File: src/sv/status_led_blink_code_generator_top_macros.svh
`ifndef STATUS_LED_BLINK_CODE_GENERATOR_TOP_MACROS_SVH
`define STATUS_LED_BLINK_CODE_GENERATOR_TOP_MACROS_SVH

// Same-cycle implication, sampled on clk, off while arst_n is low
`define SLEDGEN_ASSERT_NOW(lbl, ante, cons, msg) \
	lbl: assert property (@(posedge clk) disable iff (!arst_n) (ante) |-> (cons)) \
		else $error(msg);

// Next-cycle implication, sampled on clk, off while arst_n is low
`define SLEDGEN_ASSERT_NEXT(lbl, ante, cons, msg) \
	lbl: assert property (@(posedge clk) disable iff (!arst_n) (ante) |=> (cons)) \
		else $error(msg);

`endif

File: src/sv/sledgen_pkg.sv
`timescale 1ns / 1ps

package sledgen_pkg;

	localparam int SENSOR_COUNT = 8;
	localparam int TIMER_BITS   = 10;
	localparam int CFG_W        = 10;
	localparam int CUR_W        = $clog2(SENSOR_COUNT);
	localparam int SBL_W        = $clog2(SENSOR_COUNT + 1);
	localparam int SNUM_W       = (CUR_W > 3) ? CUR_W : 3;
	localparam int CMP_W        = (TIMER_BITS > CFG_W) ? TIMER_BITS : CFG_W;

	// Elapsed timer slots
	localparam int T_RUN_FLIP   = 0;
	localparam int T_RUN_PERIOD = 1;
	localparam int T_LINK       = 2;
	localparam int T_SEN_FLIP   = 3;
	localparam int T_SEN_PERIOD = 4;
	localparam int T_FLT_FLIP   = 5;
	localparam int T_FLT_PERIOD = 6;
	localparam int T_COUNT      = 7;

	localparam logic [TIMER_BITS-1:0] CNT_MAX = {TIMER_BITS{1'b1}};

	typedef enum logic [2:0] {
		CMD_TICK    = 3'd0,
		CMD_LINK    = 3'd1,
		CMD_SENSOR  = 3'd2,
		CMD_DB      = 3'd3,
		CMD_STORAGE = 3'd4
	} cmd_t;

	typedef enum logic [2:0] {
		REG_RUN_FLIP_ACTIVE = 3'd0,
		REG_RUN_FLIP_IDLE   = 3'd1,
		REG_RUN_PERIOD      = 3'd2,
		REG_LINK_TIMEOUT    = 3'd3,
		REG_SENSOR_FLIP     = 3'd4,
		REG_SENSOR_PERIOD   = 3'd5,
		REG_FAULT_FLIP      = 3'd6,
		REG_FAULT_PERIOD    = 3'd7
	} cfg_idx_t;

	typedef struct packed {
		logic [CFG_W-1:0] run_flip_active;
		logic [CFG_W-1:0] run_flip_idle;
		logic [CFG_W-1:0] run_period;
		logic [CFG_W-1:0] link_timeout;
		logic [CFG_W-1:0] sensor_flip;
		logic [CFG_W-1:0] sensor_period;
		logic [CFG_W-1:0] fault_flip;
		logic [CFG_W-1:0] fault_period;
	} cfg_regs_t;

	localparam cfg_regs_t CFG_RESET = '{
		run_flip_active: 10'd20,
		run_flip_idle:   10'd4,
		run_period:      10'd40,
		link_timeout:    10'd100,
		sensor_flip:     10'd4,
		sensor_period:   10'd60,
		fault_flip:      10'd5,
		fault_period:    10'd60
	};

	typedef struct packed {
		logic [2:0] command;
		logic [2:0] sensor_number;
		logic       status_value;
	} item_t;

	typedef struct packed {
		logic fault;
		logic sensor;
		logic run;
	} pins_t;

	// Timer expiry: counter has reached its limit
	function automatic logic fires(logic [TIMER_BITS-1:0] cnt, logic [CFG_W-1:0] lim);
		return CMP_W'(cnt) >= CMP_W'(lim);
	endfunction

	// Step the sensor cursor, wrapping at the sensor count
	function automatic logic [CUR_W-1:0] cur_inc(logic [CUR_W-1:0] c);
		return (c == CUR_W'(SENSOR_COUNT - 1)) ? '0 : CUR_W'(c + 1'b1);
	endfunction

endpackage

File: src/sv/status_led_blink_code_generator_top.sv
// A word accepted into the input register updates the pin levels when it moves on into the result register.
// Throughput: one word per cycle; the block stalls only while a result is
// held by out_stall and the input register is full.
// Reset: arst_n low clears the registers to their defaults, all pins high
// (LEDs dark), link active, no errors and all timers at zero.
`timescale 1ns / 1ps

module status_led_blink_code_generator_top (
	input  logic       clk,
	input  logic       arst_n,
	input  logic       in_valid,
	output logic       in_stall,
	input  logic [2:0] command,
	input  logic [2:0] sensor_number,
	input  logic       status_value,
	output logic       out_valid,
	input  logic       out_stall,
	output logic       run_pin,
	output logic       sensor_pin,
	output logic       fault_pin,
	input  logic       cfg_valid,
	output logic       cfg_ready,
	input  logic [2:0] cfg_index,
	input  logic [9:0] cfg_data
);
	import sledgen_pkg::*;

	`include "status_led_blink_code_generator_top_macros.svh"

	cfg_regs_t regs;
	item_t     item_s1;
	logic      valid_s1;
	logic      out_valid_q;
	logic      adv;
	pins_t     pins;
	pins_t     pins_prev_q;

	// Result register is free or being drained
	assign adv      = !out_valid_q || !out_stall;
	assign in_stall = valid_s1 && !adv;
	assign out_valid = out_valid_q;

	assign run_pin    = pins.run;
	assign sensor_pin = pins.sensor;
	assign fault_pin  = pins.fault;

	// Input and result register valid control
	always_ff @(posedge clk or negedge arst_n) begin
		if (!arst_n) begin
			valid_s1    <= 1'b0;
			out_valid_q <= 1'b0;
		end else begin
			if (!in_stall)
				valid_s1 <= in_valid;
			if (adv)
				out_valid_q <= valid_s1;
		end
	end

	// Capture the input word
	always_ff @(posedge clk) begin
		if (in_valid && !in_stall)
			item_s1 <= '{command: command, sensor_number: sensor_number,
				status_value: status_value};
	end

	// Keep last pins for checking
	always_ff @(posedge clk) begin
		pins_prev_q <= pins;
	end

	sledgen_cfg u_cfg (
		.clk       (clk),
		.arst_n    (arst_n),
		.cfg_valid (cfg_valid),
		.cfg_ready (cfg_ready),
		.cfg_index (cfg_index),
		.cfg_data  (cfg_data),
		.regs      (regs)
	);

	sledgen_core u_core (
		.clk    (clk),
		.arst_n (arst_n),
		.proc   (valid_s1 && adv),
		.item   (item_s1),
		.cfg    (regs),
		.pins   (pins)
	);

	`SLEDGEN_ASSERT_NOW(a_stall_only_when_blocked, in_stall, out_valid && out_stall,
		"input stalled while result side is free")
	`SLEDGEN_ASSERT_NEXT(a_result_follows, valid_s1 && adv, out_valid,
		"processed word produced no result")
	`SLEDGEN_ASSERT_NEXT(a_status_keeps_pins, valid_s1 && adv && item_s1.command != CMD_TICK,
		pins == pins_prev_q, "status update moved LED pins")

endmodule

File: src/sv/sledgen_cfg.sv
`timescale 1ns / 1ps

module sledgen_cfg (
	input  logic                  clk,
	input  logic                  arst_n,
	input  logic                  cfg_valid,
	output logic                  cfg_ready,
	input  logic [2:0]            cfg_index,
	input  logic [9:0]            cfg_data,
	output sledgen_pkg::cfg_regs_t regs
);
	import sledgen_pkg::*;

	cfg_regs_t regs_q;

	// Always take a config word
	assign cfg_ready = 1'b1;
	assign regs      = regs_q;

	// Write the addressed register
	always_ff @(posedge clk or negedge arst_n) begin
		if (!arst_n) begin
			regs_q <= CFG_RESET;
		end else if (cfg_valid && cfg_ready) begin
			case (cfg_idx_t'(cfg_index))
				REG_RUN_FLIP_ACTIVE: regs_q.run_flip_active <= cfg_data;
				REG_RUN_FLIP_IDLE:   regs_q.run_flip_idle   <= cfg_data;
				REG_RUN_PERIOD:      regs_q.run_period      <= cfg_data;
				REG_LINK_TIMEOUT:    regs_q.link_timeout    <= cfg_data;
				REG_SENSOR_FLIP:     regs_q.sensor_flip     <= cfg_data;
				REG_SENSOR_PERIOD:   regs_q.sensor_period   <= cfg_data;
				REG_FAULT_FLIP:      regs_q.fault_flip      <= cfg_data;
				REG_FAULT_PERIOD:    regs_q.fault_period    <= cfg_data;
				default:             regs_q <= regs_q;
			endcase
		end
	end

endmodule

File: src/sv/sledgen_core.sv
`timescale 1ns / 1ps

module sledgen_core (
	input  logic                   clk,
	input  logic                   arst_n,
	input  logic                   proc,
	input  sledgen_pkg::item_t     item,
	input  sledgen_pkg::cfg_regs_t cfg,
	output sledgen_pkg::pins_t     pins
);
	import sledgen_pkg::*;

	localparam int IDX_W = CUR_W + 1;

	typedef struct packed {
		logic                               run_off;
		logic                               sensor_off;
		logic                               fault_off;
		pins_t                              pin;
		logic                               link_active;
		logic [SENSOR_COUNT-1:0]            sen_err;
		logic                               db_fault;
		logic                               st_fault;
		logic [CUR_W-1:0]                   cursor;
		logic [1:0]                         run_blinks;
		logic [SBL_W-1:0]                   sen_blinks;
		logic [1:0]                         flt_blinks;
		logic [T_COUNT-1:0][TIMER_BITS-1:0] cnt;
	} core_state_t;

	localparam core_state_t STATE_RESET = '{
		run_off:     1'b0,
		sensor_off:  1'b0,
		fault_off:   1'b0,
		pin:         '1,
		link_active: 1'b1,
		sen_err:     '0,
		db_fault:    1'b0,
		st_fault:    1'b0,
		cursor:      '0,
		run_blinks:  '0,
		sen_blinks:  '0,
		flt_blinks:  '0,
		cnt:         '0
	};

	core_state_t      st_q;
	core_state_t      st_d;
	logic [CUR_W-1:0] found;

	assign pins = st_q.pin;

	// Find the first erroring sensor at or after the cursor, wrapping round
	always_comb begin
		logic [IDX_W-1:0] idx;
		idx   = '0;
		found = st_q.cursor;
		for (int k = SENSOR_COUNT - 1; k >= 0; k--) begin
			idx = IDX_W'(st_q.cursor) + IDX_W'(k);
			if (idx >= IDX_W'(SENSOR_COUNT))
				idx = IDX_W'(idx - IDX_W'(SENSOR_COUNT));
			if (st_q.sen_err[idx[CUR_W-1:0]])
				found = idx[CUR_W-1:0];
		end
	end

	// Next state for one word
	always_comb begin
		logic             rp_fire, lk_fire, rf_fire;
		logic             sp_fire, sf_fire, fp_fire, ff_fire;
		logic [CFG_W-1:0] flip_lim;
		logic [1:0]       run_max;
		logic [SBL_W-1:0] sen_max;
		logic [1:0]       fcode;
		logic [SNUM_W-1:0] snum;

		st_d     = st_q;
		rp_fire  = 1'b0;
		lk_fire  = 1'b0;
		rf_fire  = 1'b0;
		sp_fire  = 1'b0;
		sf_fire  = 1'b0;
		fp_fire  = 1'b0;
		ff_fire  = 1'b0;
		flip_lim = '0;
		run_max  = '0;
		sen_max  = '0;
		fcode    = {st_q.db_fault, st_q.st_fault};
		snum     = SNUM_W'(item.sensor_number);

		if (proc) begin
			case (cmd_t'(item.command))
				CMD_TICK: begin
					// Running LED: period restart, link timeout, then toggle
					rp_fire = fires(st_q.cnt[T_RUN_PERIOD], cfg.run_period);
					if (rp_fire)
						st_d.run_blinks = '0;
					lk_fire = fires(st_q.cnt[T_LINK], cfg.link_timeout);
					if (lk_fire)
						st_d.link_active = 1'b0;
					flip_lim = st_d.link_active ? cfg.run_flip_active : cfg.run_flip_idle;
					run_max  = st_d.link_active ? 2'd1 : 2'd3;
					rf_fire  = fires(st_q.cnt[T_RUN_FLIP], flip_lim);
					if (rf_fire) begin
						st_d.run_off = (st_d.run_blinks < run_max) ? ~st_q.run_off : 1'b1;
						st_d.pin.run = st_d.run_off;
						if (!st_d.run_off)
							st_d.run_blinks = 2'(st_d.run_blinks + 2'd1);
					end

					// Sensor LED: blink the current erroring sensor index plus one
					if (|st_q.sen_err) begin
						st_d.cursor = found;
						sen_max     = SBL_W'(SBL_W'(found) + 1'b1);
						sp_fire     = fires(st_q.cnt[T_SEN_PERIOD], cfg.sensor_period);
						if (sp_fire) begin
							st_d.sen_blinks = '0;
							st_d.cursor     = cur_inc(found);
						end
						sf_fire = fires(st_q.cnt[T_SEN_FLIP], cfg.sensor_flip);
						if (sf_fire) begin
							st_d.sensor_off = (st_d.sen_blinks < sen_max) ?
								~st_q.sensor_off : 1'b1;
							st_d.pin.sensor = st_d.sensor_off;
							if (!st_d.sensor_off)
								st_d.sen_blinks = SBL_W'(st_d.sen_blinks + 1'b1);
						end
					end else begin
						st_d.sensor_off = 1'b1;
						st_d.pin.sensor = 1'b1;
						st_d.sen_blinks = '0;
					end

					// Error LED: blink storage plus twice database
					if (fcode == 2'd0) begin
						st_d.fault_off  = 1'b1;
						st_d.pin.fault  = 1'b1;
						st_d.flt_blinks = '0;
					end else begin
						fp_fire = fires(st_q.cnt[T_FLT_PERIOD], cfg.fault_period);
						if (fp_fire)
							st_d.flt_blinks = '0;
						ff_fire = fires(st_q.cnt[T_FLT_FLIP], cfg.fault_flip);
						if (ff_fire) begin
							st_d.fault_off = (st_d.flt_blinks < fcode) ?
								~st_q.fault_off : 1'b1;
							st_d.pin.fault = st_d.fault_off;
							if (!st_d.fault_off)
								st_d.flt_blinks = 2'(st_d.flt_blinks + 2'd1);
						end
					end

					// Advance timers: saturate, a fired timer restarts at one
					for (int i = 0; i < T_COUNT; i++) begin
						if (st_q.cnt[i] != CNT_MAX)
							st_d.cnt[i] = TIMER_BITS'(st_q.cnt[i] + 1'b1);
					end
					if (rp_fire) st_d.cnt[T_RUN_PERIOD] = TIMER_BITS'(1);
					if (lk_fire) st_d.cnt[T_LINK]       = TIMER_BITS'(1);
					if (rf_fire) st_d.cnt[T_RUN_FLIP]   = TIMER_BITS'(1);
					if (sp_fire) st_d.cnt[T_SEN_PERIOD] = TIMER_BITS'(1);
					if (sf_fire) st_d.cnt[T_SEN_FLIP]   = TIMER_BITS'(1);
					if (fp_fire) st_d.cnt[T_FLT_PERIOD] = TIMER_BITS'(1);
					if (ff_fire) st_d.cnt[T_FLT_FLIP]   = TIMER_BITS'(1);
				end
				CMD_LINK: begin
					st_d.link_active = item.status_value;
					if (item.status_value)
						st_d.cnt[T_LINK] = '0;
				end
				CMD_SENSOR: begin
					// Out-of-range sensor numbers match no bit
					for (int i = 0; i < SENSOR_COUNT; i++) begin
						if (snum == SNUM_W'(i))
							st_d.sen_err[i] = item.status_value;
					end
				end
				CMD_DB:      st_d.db_fault = item.status_value;
				CMD_STORAGE: st_d.st_fault = item.status_value;
				default:     st_d = st_q;
			endcase
		end
	end

	// Hold state
	always_ff @(posedge clk or negedge arst_n) begin
		if (!arst_n) begin
			st_q <= STATE_RESET;
		end else begin
			st_q <= st_d;
		end
	end

endmodule

File: config.mk
export PLATFORM = sky130hd
export DESIGN_NAME = status_led_blink_code_generator_top
export DESIGN_NICKNAME = d
export VERILOG_FILES = /design/src/sv/sledgen_pkg.sv /design/src/sv/status_led_blink_code_generator_top.sv /design/src/sv/sledgen_cfg.sv /design/src/sv/sledgen_core.sv
export VERILOG_INCLUDE_DIRS = /design/src /design/src/sv
export SDC_FILE = /design/constraint.sdc
export NUM_CORES = 1
export LEC_CHECK = 0
export BUFFER_PORTS_ARGS = -buffer_cell sky130_fd_sc_hd__buf_4
export CAP_MARGIN = 15
export CELL_PAD_IN_SITES_DETAIL_PLACEMENT = 2
export CELL_PAD_IN_SITES_GLOBAL_PLACEMENT = 2
export CORE_ASPECT_RATIO = 0.7
export CORE_MARGIN = 1.5
export CORE_UTILIZATION = 43
export CTS_BUF_LIST = sky130_fd_sc_hd__clkbuf_8
export DETAILED_ROUTE_END_ITERATION = 10
export PLACE_DENSITY = 0.78
export SYNTH_ARGS = -nofsm -noshare
export SYNTH_HDL_FRONTEND = slang
export SYNTH_SLANG_ARGS = --single-unit
File: constraint.sdc
create_clock -name clk -period 5.7 [get_ports clk]
set_clock_uncertainty 0.15 [all_clocks]
set_input_delay 1.14 -clock clk [delete_from_list [all_inputs] [get_ports clk]]
set_output_delay 1.14 -clock clk [all_outputs]
set_load 0.05 [all_outputs]
==> results of run 1 <==
==> per-layer routing <==
layer  part of all wire  vias to the layer above  GRT usage  wire [µm]
met5                  0                        -          0          0
met1               0.50                     4403      0.349      15600
met3              0.030                       40     0.0384        938
met2               0.45                      109      0.401      14300
met4              0.020                        0     0.0807        620
li1                   -                     3955          -          -
==> state kept, by name (all words and copies together), names as in the netlist <==
signal and cells:
item_s1 7, out_valid 1, u_cfg.regs 80, u_core.pins 3, u_core.st_q 95, valid_s1 1
==> cell usage in the layout (no fill, tap or decap), types with 18 or more instances in the layout <==
| cell | netlist | layout |
|---|---|---|
| dfstp_2 | 23 | 23 |
| buf_4 | 2 | 38 |
| xor2_1 | 27 | 27 |
| nor2_1 | 88 | 88 |
| mux2_2 | 80 | 80 |
| nand3_1 | 41 | 41 |
| mux2i_1 | 26 | 26 |
| clkbuf_8 | 0 | 18 |
| a21o_1 | 23 | 23 |
| ha_1 | 87 | 87 |
| nand2_1 | 97 | 97 |
| a21oi_1 | 29 | 29 |
| dfrtp_1 | 157 | 157 |
| o21ai_0 | 55 | 55 |
| inv_1 | 88 | 88 |
==> worst min-delay path by stage <==
stage                                start                           to  slack (ns)
6_report       u_core.st_q[74]$_DFFE_PN0P_  u_core.st_q[74]$_DFFE_PN0P_        0.33
3_3_place_gp   u_core.st_q[74]$_DFFE_PN0P_  u_core.st_q[74]$_DFFE_PN0P_        0.30
4_1_cts        u_core.st_q[74]$_DFFE_PN0P_  u_core.st_q[74]$_DFFE_PN0P_        0.34
2_1_floorplan  u_core.st_q[74]$_DFFE_PN0P_  u_core.st_q[74]$_DFFE_PN0P_        0.29
5_1_grt        u_core.st_q[74]$_DFFE_PN0P_  u_core.st_q[74]$_DFFE_PN0P_        0.36
3_5_place_dp   u_core.st_q[74]$_DFFE_PN0P_  u_core.st_q[74]$_DFFE_PN0P_        0.31
==> kinds of logic after synthesis <==
logic type               Yosys count  synth area share
other                              1          0.000340
AO/OA/AOI/OAI                    195             0.121
multiplexers                     115             0.124
AND/OR/NAND/NOR                  345             0.152
XOR/XNOR                          43            0.0341
adder cells (fa/ha/maj)           87            0.0987
buffers and inverters            114            0.0401
flip-flops                       187             0.430
==> where the power goes <==
part	total, mW	leakage, nW	switching [mW]	internal [mW]
Combinational	1.79	3.15	0.992	0.795
Sequential	1.89	2.28	0.272	1.62
Clock	0.947	0.193	0.550	0.397
==> cell type report <==
cell class / instances / area (µm²)
Clock buffer: 17 / 234
Timing Repair Buffer: 40 / 304
Inverter: 88 / 330
Clock inverter: 15 / 164
Multi-Input combinational cell: 786 / 5860
Sequential cell: 187 / 4740
Fill cell: 2611 / 12900
Tap cell: 325 / 407
==> worst max-delay path: stages (launching register included) <==
cell	delay (ns)
dfrtp_1	0.46
buf_4	0.31
ha_1	0.34
xor2_1	0.38
mux4_2	0.63
a32oi_1	0.21
a41oi_1	0.09
o21ai_0	0.25
nand2_1	0.12
ha_1	0.21
ha_1	0.30
inv_1	0.05
ha_1	0.18
a211oi_1	0.32
nand2b_1	0.16
o41ai_4	0.43
nand2_2	0.11
a31o_1	0.23
a21o_1	0.17
==> stage by stage <==
step,cells,area (µm²)
floorplan,1087,11000
global placement,1424,11600
detailed placement,1424,11600
CTS,1456,12000
global route,1458,12000
finish,1458,12000
==> qor.txt, run 1 <==
CTS max path bufs - 2
Post-Route WL - 31500 µm
number of remaining DRC errors - 0
mean post-synth cell area - 10.2 µm²
H-tree depth - 4
Max Cap Viol - 0
post_cts resized - 0
fin crit share - 0.907
crit path capture - u_core.st_q[74]$_DFFE_PN0P_
LEAKAGE - 5.62 nW
site row count - 48
hold path cells - 1
post-place setup slack - 0.564 ns
Post-synth ARST share - 0.963
core region area - 24900 µm²
Yosys top cell area share - 0.356
crit path DAT - 5.43 ns
worst hold path class - reg2reg
grt ovf - 0
relative slew slack - 0.291
die footprint - 26600 µm²
Max Fclk - 193 MHz
initial antenna violation count - 1
synthesis warning total - 0
Netlist Area Pre-Place - 11000 µm²
final hold slack - 0.334 ns
vias in the first global route - 9286
Final Hold Vio Count - 0
EDFF count, synth - 7
Setup violations, final - 0
largest net degree at the start of global routing - 85
nets@finish - 1232
Power per Cell Area - 384 nW/µm²
CP startpoint - u_core.st_q[78]$_DFFE_PN0P_
Num Clock Sinks - 187
cell count after synthesis - 1087
most frequent cell after synthesis - dfrtp_1
post-layout minimum cycle time - 5.17 ns
antenna cells - 0
register bit total from synthesis - 187
synth unique cells - 75
first-pass GRT wire length - 51400 µm
ANT nets after route - 0
Total GRT Usage - 0.250
worst vdd ir - 154 µV
DRT iter0 DRCs - 404
required time of the critical path - 5.96 ns
Setup crit start kind - register
fin. max-slew vios - 0
vias - 8507
largest cells by area after synthesis - dfrtp_1 36%, ha_1 9.9%, mux2_2 8.2%
port bufs - 29
Die Height - 137 µm
Net Count, Synth - 1199
share of cells above drive strength 1 - 0.171
area grow syn2layout - 9.12%
final setup margin - 0.528 ns
die width - 194 µm
Initial Utilization - 0.443
reg-to-reg endpoint - u_core.st_q[74]$_DFFE_PN0P_
unrepaired setup endpoints after global routing - false
CP Capture Type - register
reg-to-reg startpoint - u_core.st_q[78]$_DFFE_PN0P_
CTS Buf Count - 17
Via density - 5.83
sequential area share after synthesis - 0.430
Slew @ Worst Pin - 1.06 ns
crit-path max FO - 17
Reg clk slew, reported paths - 0.11 ns
GPL Wtd Cong - 0.790
hold-fix buffers at CTS - 0
setup tns final - 0 ns
Pwr Total - 4.62 mW
status - complete, no violations
CTS root buf - clkbuf_8
Synth area leader - dfrtp_1
Commonest cells post-synth - 157 x dfrtp_1, 97 x nand2_1, 88 x inv_1, 88 x nor2_1, 87 x ha_1
WL per Instance - 21.6 µm
Layout Utilization - 0.483
Final HPWL DP - 22500 µm
Worst-Skew Late Latency - 0.50 ns
postcts setup bufs - 0
CTS tree - done
I/O Pins - 31
CP Class - reg2reg
R2R cell count - 18
TritonRoute pass-1 iters - 5
Top FF cell, synth - dfrtp_1
Reg2Reg Setup Slack - 0.53 ns
Power figures use the tool's default switching activity.
==> run 2: changes to the inputs <==
--- a/config.mk
+++ b/config.mk
@@ -12,10 +12,9 @@
 export CELL_PAD_IN_SITES_GLOBAL_PLACEMENT = 2
 export CORE_ASPECT_RATIO = 0.7
 export CORE_MARGIN = 1.5
-export CORE_UTILIZATION = 43
-export CTS_BUF_LIST = sky130_fd_sc_hd__clkbuf_8
+export CORE_UTILIZATION = 42
 export DETAILED_ROUTE_END_ITERATION = 10
-export PLACE_DENSITY = 0.78
+export PLACE_DENSITY = 0.77
 export SYNTH_ARGS = -nofsm -noshare
 export SYNTH_HDL_FRONTEND = slang
 export SYNTH_SLANG_ARGS = --single-unit
==> run 2 against run 1 <==
First-iteration DRC count fell by 21%. Sequential share of layout area down 0.55 points. Final cell count up 0.48%. Final area rose by 1.4%. Utilization fell by 0.88 points. Worst hold slack better by 0.0032 ns. Setup slack improved by 0.093 ns. Critical path type unchanged.
==> qor.txt, run 2 (synthesis gave the netlist of run 1 again) <==
I/O Pins - 31
fin. max-slew vios - 0
CTS Buf Count - 17
Final HPWL DP - 22800 µm
Slew @ Worst Pin - 1.06 ns
Num Clock Sinks - 187
Largest Register - u_core.st_q
Max Fclk - 197 MHz
H-tree depth - 4
max FFs per register - 95
most frequent cells in the layout - 157 x dfrtp_1, 97 x nand2_1, 88 x inv_1, 88 x nor2_1, 87 x ha_1
hold-fix buffers at CTS - 0
number of remaining DRC errors - 0
unrepaired setup endpoints after global routing - false
required time of the critical path - 5.89 ns
postcts setup bufs - 0
Post-Layout Cell Count - 1465
Final Hold Vio Count - 0
Setup violations, final - 0
area grow syn2layout - 10.7%
Reg clk slew, reported paths - 0.07 ns
slowest CP cell - xor2_1
final instance area - 12200 µm²
Critical Path, Cell by Cell - inv_1, ha_1, xor2_1, mux4_2, or3_1, a32oi_1, a41oi_1, o21ai_0, nand2_1, ha_1, ha_1, inv_1, ha_1, a211oi_1, nand2b_1, o41ai_4, nand2_2, a31o_1, a21o_1
CP Class - reg2reg
initial antenna violation count - 1
final setup margin - 0.621 ns
crit-path max FO - 7
Power per Cell Area - 397 nW/µm²
largest net degree at the start of global routing - 109
Die Height - 139 µm
Crit path largest cell delay - 0.43 ns
vias - 8481
die footprint - 27300 µm²
TritonRoute pass-1 iters - 5
commonest non-fill, non-tap cell in the layout - dfrtp_1
Initial Utilization - 0.429
setup tns final - 0 ns
DP Area - 11600 µm²
Top cell by count, worst path - ha_1
grt ovf - 0
GPL Wtd Cong - 0.823
LEAKAGE - 5.70 nW
site row count - 49
Pwr Total - 4.85 mW
status - complete, no violations
CTS max path bufs - 2
worst vdd ir - 214 µV
port bufs - 29
DRT iter0 DRCs - 320
core region area - 25700 µm²
crit path DAT - 5.27 ns
Layout Utilization - 0.474
post_cts resized - 0
final hold slack - 0.337 ns
first-pass GRT wire length - 52000 µm
Via density - 5.79
share of cells above drive strength 1 - 0.173
WL per Instance - 21.6 µm
antenna cells - 0
relative slew slack - 0.290
die width - 197 µm
Worst-Skew Late Latency - 0.45 ns
post-layout minimum cycle time - 5.08 ns
CP Capture Type - register
ANT nets after route - 0
Placed Cells - 1430
Max Cap Viol - 0
worst hold path class - reg2reg
Setup crit start kind - register
post-place setup slack - 0.642 ns
vias in the first global route - 9387
CTS tree - done
fin crit share - 0.891
Total GRT Usage - 0.246
CTS root buf - clkbuf_16
Post-Route WL - 31700 µm
nets@finish - 1233
## run 2: cell types whose count changed in the layout (fill, tap and decap cells not counted)
cell,previous run,this run
clkinv_1,1,0
bufinv_16,2,0
clkbuf_8,18,1
inv_6,3,5
inv_8,1,2
buf_2,0,1
clkbuf_2,1,0
clkbuf_16,0,17
clkbuf_4,0,1
## run 2: critical path, delay by kind of cell (launching register included)
family | cells | cell delay (ns)
buffers and inverters | 2 | 0.23
AND/OR/NAND/NOR | 4 | 0.71
flip-flops | 1 | 0.38
multiplexers | 1 | 0.42
XOR/XNOR | 1 | 0.43
adder cells (fa/ha/maj) | 4 | 1.00
AO/OA/AOI/OAI | 7 | 1.64
## run 2: area by class of cell
| type | count | area, µm² |
|---|---|---|
| Multi-Input combinational cell | 786 | 5860 |
| Fill cell | 2703 | 13500 |
| Clock inverter | 15 | 129 |
| Sequential cell | 187 | 4740 |
| Inverter | 88 | 330 |
| Clock buffer | 17 | 425 |
| Timing Repair Buffer | 41 | 312 |
| Tap cell | 331 | 414 |
## run 2: final timing paths
kind	start	endpoint	slack (ns)	cells after the start
worst max register to register	u_core.st_q[79]$_DFFE_PN0P_	u_core.st_q[74]$_DFFE_PN0P_	0.62	19
worst min register to register	u_core.st_q[74]$_DFFE_PN0P_	u_core.st_q[74]$_DFFE_PN0P_	0.34	1
worst min-delay path	u_core.st_q[74]$_DFFE_PN0P_	u_core.st_q[74]$_DFFE_PN0P_	0.34	1
min in group asynchronous	arst_n	u_core.st_q[53]$_DFFE_PN0P_	0.64	1
max in group asynchronous	arst_n	u_cfg.regs[23]$_DFFE_PN1P_	3.70	2
worst max-delay path	u_core.st_q[79]$_DFFE_PN0P_	u_core.st_q[74]$_DFFE_PN0P_	0.62	19
## run 2: layer usage
metal / vias to the layer above / routed length (µm) / part of all wire / track usage
met1: 4378 / 16000 / 0.51 / 0.358
met3: 32 / 876 / 0.028 / 0.0396
met5: - / 0 / 0 / 0
met2: 106 / 14400 / 0.45 / 0.382
met4: 0 / 380 / 0.012 / 0.0615
li1: 3965 / - / - / -
## run 2: power breakdown
| part | total [mW] | switching (mW) | internal, mW | leakage (nW) |
|---|---|---|---|---|
| Sequential | 1.89 | 0.273 | 1.62 | 2.28 |
| Combinational | 1.80 | 1.00 | 0.796 | 3.15 |
| Clock | 1.16 | 0.586 | 0.573 | 0.265 |
==> run 3: changes to the inputs <==
--- a/config.mk
+++ b/config.mk
@@ -11,7 +11,6 @@
 export CELL_PAD_IN_SITES_DETAIL_PLACEMENT = 2
 export CELL_PAD_IN_SITES_GLOBAL_PLACEMENT = 2
 export CORE_ASPECT_RATIO = 0.7
-export CORE_MARGIN = 1.5
 export CORE_UTILIZATION = 42
 export DETAILED_ROUTE_END_ITERATION = 10
 export PLACE_DENSITY = 0.77
==> run 3 against run 2 <==
Critical path depth did not move. Sequential power barely moved. Setup slack got worse by 0.023 ns. Wire length rose by 1.7%. First-iteration DRC count rose by 17%. Non-clock buffer count fell by 1. Register-to-register slack got worse by 0.02 ns. Die area fell by 1.2%. Flip-flop and latch count did not move. Maximum frequency fell by 0.45%. Power rose by 2.5%. Final area rose by 0.27%. Critical endpoint unchanged.
==> qor.txt, run 3 (synthesis gave the netlist of run 1 again) <==
status - complete, no violations
fin crit share - 0.895
H-tree depth - 4
Sw Share - 0.371
most frequent cells in the layout - 157 x dfrtp_1, 97 x nand2_1, 88 x inv_1, 88 x nor2_1, 87 x ha_1
worst hold path class - reg2reg
DRT iter0 DRCs - 375
FILL cells - 2678
Final HPWL DP - 22900 µm
Max Cap Viol - 0
first-pass GRT wire length - 51800 µm
CTS tree - done
Largest Register - u_core.st_q
antenna cells - 0
setup tns final - 0 ns
post_cts resized - 0
I/O Pins - 31
Max Fclk - 196 MHz
Post-Route WL - 32200 µm
fin. max-slew vios - 0
max FFs per register - 95
Power per Cell Area - 406 nW/µm²
number of remaining DRC errors - 0
commonest non-fill, non-tap cell in the layout - dfrtp_1
hold-fix buffers at CTS - 0
die width - 196 µm
share of cells above drive strength 1 - 0.169
required time of the critical path - 5.88 ns
CTS max path bufs - 2
Reg clk slew, reported paths - 0.07 ns
vias - 8403
WL per Instance - 22.0 µm
die footprint - 26900 µm²
TritonRoute pass-1 iters - 4
ANT nets after route - 0
final setup margin - 0.598 ns
Total GRT Usage - 0.251
R2R cell count - 19
grt ovf - 0
GPL Wtd Cong - 0.789
Gate power share - 0.369
P_int - 3.12 mW
Die Height - 138 µm
area grow syn2layout - 11.0%
initial antenna violation count - 0
Flop pwr share - 0.380
post-layout minimum cycle time - 5.10 ns
relative slew slack - 0.297
Via density - 5.74
Setup violations, final - 0
unrepaired setup endpoints after global routing - false
postcts setup bufs - 0
nets@finish - 1232
Slew @ Worst Pin - 1.05 ns
largest net degree at the start of global routing - 95
clock share of power - 0.251
Setup crit start kind - register
post-place setup slack - 0.622 ns
Psw - 1.85 mW
crit-path max FO - 7
site row count - 49
Initial Utilization - 0.429
Final Hold Vio Count - 0
Worst-Skew Late Latency - 0.44 ns
CP Class - reg2reg
vias in the first global route - 9217
Num Clock Sinks - 187
DP Area - 11600 µm²
final instance area - 12200 µm²
worst vdd ir - 220 µV
LEAKAGE - 5.72 nW
CTS Buf Count - 17
CP Capture Type - register
hold path cells - 1
CTS root buf - clkbuf_16
core region area - 25700 µm²
port bufs - 29
crit path DAT - 5.28 ns
## run 3: cell count changes in the layout (fill, tap and decap cells not counted), moves of 2 or more
cell / previous run / this run
bufinv_16: 0 / 3
clkbuf_1: 0 / 3
clkinv_2: 1 / 4
clkinv_4: 4 / 1
inv_6: 5 / 2
clkinvlp_4: 3 / 1
inv_8: 2 / 0
## run 3: final timing paths
| kind | slack [ns] | to | start |
|---|---|---|---|
| max | 0.60 | u_core.st_q[74]$_DFFE_PN0P_ | u_core.st_q[79]$_DFFE_PN0P_ |
| min | 0.34 | u_core.st_q[74]$_DFFE_PN0P_ | u_core.st_q[74]$_DFFE_PN0P_ |
| max reg2reg | 0.60 | u_core.st_q[74]$_DFFE_PN0P_ | u_core.st_q[79]$_DFFE_PN0P_ |
| min reg2reg | 0.34 | u_core.st_q[74]$_DFFE_PN0P_ | u_core.st_q[74]$_DFFE_PN0P_ |
| max in group asynchronous | 3.61 | u_core.st_q[38]$_DFFE_PN0P_ | arst_n |
| min in group asynchronous | 0.64 | u_cfg.regs[14]$_DFFE_PN0P_ | arst_n |
## run 3: cell type report
cell class	instances	area, µm²	share of cell area
Clock buffer	21	450	0.0368
Clock inverter	11	144	0.0118
Inverter	88	330	0.0270
Multi-Input combinational cell	786	5860	0.478
Sequential cell	187	4740	0.387
Tap cell	331	414	0.0338
Timing Repair Buffer	40	304	0.0248
## run 3: per-layer routing
| layer | share of wire | global-route usage | wire length (µm) | vias to the layer above |
|---|---|---|---|---|
| met5 | 0 | 0 | 0 | - |
| met4 | 0.0088 | 0.0516 | 283 | 0 |
| met3 | 0.035 | 0.0428 | 1120 | 25 |
| met2 | 0.46 | 0.407 | 14900 | 95 |
| met1 | 0.49 | 0.354 | 15900 | 4325 |
| li1 | - | - | - | 3958 |
## run 3: critical path, stage by stage, from the launching register on
cell	delay (ns)
dfrtp_1	0.38
inv_1	0.17
ha_1	0.33
xor2_1	0.42
mux4_2	0.41
or3_1	0.32
a32oi_1	0.21
a41oi_1	0.09
o21ai_0	0.25
nand2_1	0.11
ha_1	0.21
ha_1	0.31
inv_1	0.05
ha_1	0.18
a211oi_1	0.31
nand2b_1	0.15
o41ai_4	0.44
nand2_2	0.11
a31o_1	0.23
a21o_1	0.17
## run 3: through the flow
| stage | std cells | utilization | hold slack [ns] | total power, mW |
|---|---|---|---|---|
| after floorplan | 1087 | - | 0.291 | 3.12 |
| after global placement | 1430 | 0.452 | 0.305 | 3.56 |
| after detailed placement | 1430 | 0.452 | 0.329 | 3.70 |
| after CTS | 1462 | 0.475 | 0.345 | 5.02 |
| after global routing | 1464 | 0.476 | 0.358 | 5.31 |
| final | 1464 | 0.476 | 0.343 | 4.97 |
## run 3: power groups by stage
stage	clock network, mW	registers (mW)	logic, mW
after floorplan	0	1.83	1.29
after global placement	0	1.88	1.68
after detailed placement	0	1.90	1.80
after CTS	1.28	1.89	1.85
after global routing	1.32	1.93	2.06
final	1.25	1.89	1.83
